**src/sv/bicubic_image_gradient_macros.svh**
```systemverilog
// ----------------------------------------------------------------------------
// bicubic image gradient assertion macros
// shared property wrappers, clocked on clk_i and disabled while in reset
// ----------------------------------------------------------------------------
`ifndef BICUBIC_IMAGE_GRADIENT_MACROS_SVH
`define BICUBIC_IMAGE_GRADIENT_MACROS_SVH

// property must hold at every clock edge outside reset
`define BIG_ASSERT(lbl, prop, msg) \
  lbl: assert property (@(posedge clk_i) disable iff (!rst_ni) prop) \
    else $error(msg);

// expression must never be true outside reset
`define BIG_ASSERT_NEVER(lbl, expr, msg) \
  `BIG_ASSERT(lbl, !(expr), msg)

`endif

```
**src/sv/big_pkg.sv**
```systemverilog
// ----------------------------------------------------------------------------
// big_pkg
// sizes, field layout, register indexes and shared types of the gradient block
// ----------------------------------------------------------------------------
`timescale 1ns / 1ps

package big_pkg;

  // image store geometry
  localparam int MAX_WIDTH  = 1024;
  localparam int MAX_HEIGHT = 1024;
  localparam int PIXEL_BITS = 16;

  localparam int XW    = $clog2(MAX_WIDTH);
  localparam int YW    = $clog2(MAX_HEIGHT);
  localparam int CW    = (XW > YW) ? XW : YW;
  localparam int DEPTH = MAX_WIDTH * MAX_HEIGHT;
  localparam int AW    = $clog2(DEPTH);

  // fixed point
  localparam int FRAC = 16;
  localparam int FW   = CW + FRAC;
  localparam int OPW  = PIXEL_BITS + 32;
  localparam int PW   = OPW + FRAC + 1;

  // field widths
  localparam int ADDR_W    = 20;
  localparam int VALUE_W   = 16;
  localparam int COORD_W   = 32;
  localparam int CFG_W     = 32;
  localparam int SIZE_W    = 11;
  localparam int CFG_IDX_W = 3;
  localparam int GRAD_W    = 32;

  // input tdata layout
  localparam int ADDR_LO  = 0;
  localparam int VALUE_LO = ADDR_LO + ADDR_W;
  localparam int QX_LO    = VALUE_LO + VALUE_W;
  localparam int QY_LO    = QX_LO + COORD_W;
  localparam int IDATA_W  = ((QY_LO + COORD_W + 7) / 8) * 8;
  localparam int ODATA_W  = 2 * GRAD_W;

  // request kinds
  localparam logic OP_WRITE = 1'b0;
  localparam logic OP_QUERY = 1'b1;

  // configuration register indexes
  localparam logic [CFG_IDX_W-1:0] REG_LEFT_EDGE    = 3'd0;
  localparam logic [CFG_IDX_W-1:0] REG_TOP_EDGE     = 3'd1;
  localparam logic [CFG_IDX_W-1:0] REG_INV_PITCH    = 3'd2;
  localparam logic [CFG_IDX_W-1:0] REG_GAIN         = 3'd3;
  localparam logic [CFG_IDX_W-1:0] REG_IMAGE_WIDTH  = 3'd4;
  localparam logic [CFG_IDX_W-1:0] REG_IMAGE_HEIGHT = 3'd5;

  // request to the shared multiplier
  typedef struct packed {
    logic                  en;
    logic signed [OPW-1:0] a;
    logic [FRAC-1:0]       b;
  } mul_req_t;

endpackage

```
**src/sv/big_mul.sv**
```systemverilog
// ----------------------------------------------------------------------------
// big_mul
// shared signed 48-bit by unsigned 16-bit multiplier with registered product
// ----------------------------------------------------------------------------
`timescale 1ns / 1ps

module big_mul (
  input  logic                                clk_i,
  input  big_pkg::mul_req_t                   req_i,
  output logic signed [big_pkg::PW-1:0]       prod_o
);
  import big_pkg::*;

  logic signed [PW-1:0] prod_q;

  // product holds when no request is issued
  always_ff @(posedge clk_i) begin
    if (req_i.en) begin
      prod_q <= $signed(req_i.a) * $signed({1'b0, req_i.b});
    end
  end

  assign prod_o = prod_q;

endmodule

```
**config.mk**
```make
export PLATFORM = sky130hd
export DESIGN_NAME = big_mul
export DESIGN_NICKNAME = d
export VERILOG_FILES = /design/src/sv/bicubic_image_gradient_macros.svh /design/src/sv/big_pkg.sv /design/src/sv/big_mul.sv
export SDC_FILE = /design/constraint.sdc
export NUM_CORES = 2
export LEC_CHECK = 0
export ABC_AREA = 0
export BUFFER_PORTS_ARGS = -buffer_cell sky130_fd_sc_hd__buf_2
export CAP_MARGIN = 5
export CORE_MARGIN = 3
export CORE_UTILIZATION = 30
export DETAILED_ROUTE_END_ITERATION = 10
export GPL_TIMING_DRIVEN = 0
export MAX_ROUTING_LAYER = met4
export SETUP_SLACK_MARGIN = 0.02
export SYNTH_ARGS = -nofsm -noshare
export SYNTH_HDL_FRONTEND = slang
export SYNTH_SLANG_ARGS = --single-unit
```
**constraint.sdc**
```tcl
create_clock -name clk_i -period 9.3 [get_ports clk_i]
set_input_delay 2.325 -clock clk_i [delete_from_list [all_inputs] [get_ports clk_i]]
set_output_delay 2.325 -clock clk_i [all_outputs]
set_load 0.05 [all_outputs]
```
# [Word-level counts from Yosys, hierarchy flattened]
# Cells that the tools add are included.
[classes] n_mul=1
[ops] operator="multiplier 48 x 17 -> 65 bit" n=1
[totals] regBits=65 input_bits=66 output_inout_bits=65 elab_cells=2

# [Logic depth before layout (Yosys ltp)]
[logic_depth] depth_word=1 depth_mapped=25 depth_no_buf=23

# [Worst setup path before layout]
# OpenSTA, ideal clock, no wires.
[synth_timing] path_kind="input to register" from="input port req_i[8] (netlist name)" to="register prod_q[56], in the netlist prod_o[56], data pin" setup_ps=264 arrival_ps=8154 required_ps=9036 setup_slack_ps=882 stages=23 n_path_buf=3 path_cell_list="clkbuf_1 -> clkbuf_1 -> nand2_1 -> fa_1 -> inv_1 -> fa_1 -> fa_1 -> fa_1 -> fa_1 -> inv_1 -> fa_1 -> inv_1 -> ha_1 -> clkbuf_1 -> a21oi_1 -> o21bai_1 -> or4_1 -> a31oi_1 -> o211ai_2 -> a31oi_2 -> o31a_1 -> o22ai_1 -> xor2_1"
[synth_between] elab_chain_len=1
[synth_lines] item="from (decl)" line_no="big_mul.sv:9" source="input big_pkg::mul_req_t req_i,"
[synth_lines] item="multiplier 48 x 17 -> 65 bit" line_no="big_mul.sv:19" source="prod_q <= $signed(req_i.a) * $signed({1'b0, req_i.b});"
[synth_lines] item="to (signal assigned)" line_no="big_mul.sv:19"
[synth_lines] item="to (decl)" line_no="big_mul.sv:14" source="logic signed [PW-1:0] prod_q;"
# Every way passes these cells.
# A chain may end at the register's enable or synchronous reset.

# [Final worst setup path]
[layout_timing] from="input port req_i[7] (netlist name)" to="register prod_q[58], in the netlist prod_o[58], data pin"
# Same word-level chain as after synthesis.

==> metrics.csv <==
stage;metric;value;unit
cells_and_area;drive_gt1_frac;0.0765;
global_routing;grt-ovfl-total;0;
synthesis;synth_xor_area_frac;0.0213;
die;core;92100;um^2
cells_and_area;area_growth;9.53;%
detailed_routing;ant_nets;0;
job;max-cap-violations;0;
place;postPlaceCellArea;30100;um^2
sta;relSlewSlack;0.247;
detailed_routing;drc;0;
die;rows;111;
synthesis;syn_area_per_cell;9.17;um^2
place;portBuffers;114;
clocking;cts_buffers;9;
clocking;cts_max_level;3;
die;ios;131;
cells_and_area;largest_reg_flops;65;
clocking;clock_path_buffers;2;
detailed_routing;vias;20900;
critical_path;cp.required;9.42;ns
sta;rsz0062_at_grt;yes;
critical_path;crit_path_start_kind;input port;
synthesis;synth_mux_area_frac;0;
synthesis;synth-compound-area-share;0.0490;
clocking;cts_tree;done;
global_routing;grt_pass1_wl;139;mm
synthesis;ys.flop_type;edfxtp_1;
place;gp_congestion;0.961;
clocking;cts-root-buf;clkbuf_16;
worst_hold_path;hp-class;input port to flop;
cells_and_area;postLayoutCellArea;30700;um^2
synthesis;syn_inst;3052;
sta;setup_viol;0;
synthesis;syn-num-nets;3980;
global_routing;grt_usage;0.195;
cells_and_area;fin_util;0.333;
status;outcome;finished, final reports clean;
sta;worst_pin_slew;1.13;ns
cells_and_area;fill_cells;9668;
detailed_routing;via_per_inst;4.72;
cells_and_area;final_cell_mix;787 x inv_1, 713 x fa_1, 498 x nand2_1;
critical_path;arrival;9.18;ns
synthesis;yosysSeqAreaShare;0.0697;
synthesis;syn_area;28000;um^2
clocking;cts_sinks;65;
sta;finalWorstPathRequiredPeriod;9.05;ns
synthesis;yosys.area_share.simple;0.157;
synthesis;synth_top_family_by_area;adder cells;
sta;min_period_over_period;0.973;
critical_path;cp-end-kind;flop;
cells_and_area;final_common_cell;inv_1;
die;die_h;311;um
critical_path;cp_max_fo;10;
place;dp_hpwl;75.4;mm
sta;fmax;110;MHz
cells_and_area;num-nets-final;4099;
detailed_routing;drtIter0Drc;1418;
critical_path;worstSetupPathType;input port to flop;
global_routing;grt_pass1_vias;22800;
die;die_area;97000;um^2
clocking;ctsHoldBuffers;0;
synthesis;synthAdderAreaFrac;0.577;
die;start_util;0.304;
synthesis;post_synth_num_cell_types;68;
synthesis;synth_edf_count;65;
sta;hold_violations;0;
global_routing;grt_max_degree;66;
synthesis;ys_ff_latch;65;
die;die_x;311;um
detailed_routing;avgRoutedWirePerCell;20.1;um
global_routing;antenna_found_initial;17;
clocking;path_clk_slew;0.06;ns
sta;final_max_slew_viol_count;0;
synthesis;ys_warn_count;0;
detailed_routing;totalWireLength;88.8;mm
synthesis;ys_async_sr_fraction;0;
detailed_routing;drtPass1Iterations;5;
## path summary, 6_finish.rpt
check / from / to / slack [ns] / cells past startpoint
worst min-delay path: req_i[16] / prod_o[0] / 2.40 / 2
worst max-delay path: req_i[7] / prod_o[58] / 0.25 / 23
## per-layer routing
metal | wire, um | global-route usage
met5 | 0 | -
met3 | 7090 | 0.0380
met4 | 2890 | 0.0621
met2 | 43200 | 0.323
met1 | 35600 | 0.242
## per-stage QoR
step                setup WS, ns  setup TNS, ns  std cells  hold slack [ns]
finish                     0.249              0       4428             2.40
global route            0.000506              0       4425             2.41
CTS                       -0.101         -0.302       4422             2.38
detailed placement         -1.52         -28.95       4409             2.79
global placement           -1.53         -28.67       4409             2.76
floorplan                  0.882              0       3052             2.44
## cell usage after synthesis (2+ instances only)
| master | number | share of area |
|---|---|---|
| nor4_1 | 2 | 0.00045 |
| xor2_1 | 25 | 0.0078 |
| o21a_1 | 7 | 0.0019 |
| nor2_1 | 29 | 0.0039 |
| a21boi_0 | 4 | 0.0011 |
| o21ai_0 | 29 | 0.0052 |
| clkbuf_1 | 136 | 0.018 |
| a21oi_1 | 68 | 0.012 |
| buf_4 | 2 | 0.00054 |
| xnor2_1 | 43 | 0.013 |
| nand2b_1 | 6 | 0.0013 |
| nand3b_1 | 2 | 0.00054 |
| ha_1 | 149 | 0.067 |
| nand4_1 | 10 | 0.0022 |
| and3_1 | 5 | 0.0011 |
| inv_1 | 787 | 0.11 |
| nand2_1 | 498 | 0.067 |
| o31a_1 | 2 | 0.00063 |
| o311ai_0 | 2 | 0.00063 |
| and2_1 | 318 | 0.071 |
| or3_1 | 6 | 0.0013 |
| o31ai_1 | 4 | 0.0011 |
| edfxtp_1 | 65 | 0.070 |
| a2bb2oi_1 | 2 | 0.00063 |
| a211oi_1 | 4 | 0.0011 |
| nand3_1 | 18 | 0.0032 |
| a21o_1 | 41 | 0.011 |
| clkdlybuf4s15_1 | 2 | 0.00072 |
| o21ai_2 | 2 | 0.00063 |
| nor2b_1 | 3 | 0.00067 |
| buf_1 | 2 | 0.00027 |
| a211o_1 | 3 | 0.00094 |
| o21bai_1 | 7 | 0.0019 |
| fa_1 | 713 | 0.51 |
| nor3_1 | 8 | 0.0014 |
| o22ai_1 | 2 | 0.00045 |
| a2111oi_0 | 2 | 0.00063 |
| o211a_1 | 2 | 0.00072 |
| a31oi_1 | 12 | 0.0027 |
| a41oi_1 | 2 | 0.00063 |
## cell type report
class	count	area [um^2]	area share
multi-input combinational	2055	22600	0.737
inverter	787	2950	0.0964
sequential	65	1950	0.0637
tap	1243	1560	0.0507
buffer	137	712	0.0232
timing repair buffer	116	601	0.0196
clock buffer	10	229	0.00747
clock inverter	6	35.0	0.00114
antenna	9	22.5	0.000735
## worst max-delay path: stages
cell and delay, ns:
clkbuf_2 0.28, buf_2 0.48, and2_1 0.22, fa_1 0.41, inv_1 0.08, fa_1 0.43
fa_1 0.51, inv_1 0.05, fa_1 0.50, fa_1 0.52, inv_1 0.07, fa_1 0.55
inv_1 0.06, ha_1 0.36, a21oi_1 0.27, a21boi_0 0.23, o21ai_0 0.16, nor3b_1 0.20
o311ai_1 0.50, o21a_2 0.36, a41oi_2 0.22, a31oi_1 0.26, xnor2_1 0.11
## repair_timing
| item | in CTS | in global routing |
|---|---|---|
| pin swaps | 1 | 1 |
| gates resized for setup | 72 | 89 |
| setup endpoints to repair | 26 | 17 |
| setup buffers | 1 | 1 |
## cells by family (layout without fill, tap and decap cells)
group / Yosys count / in the layout
buffers and inverters: 932 / 1056
adder cells (fa/ha/maj): 862 / 862
other: 0 / 9
AND/OR/NAND/NOR: 915 / 915
flip-flops: 65 / 65
XOR/XNOR: 68 / 68
AO/OA/AOI/OAI: 210 / 210
Power is not shown: default switching activity piles up to over one toggle a cycle in this logic, so the estimate is an artifact.
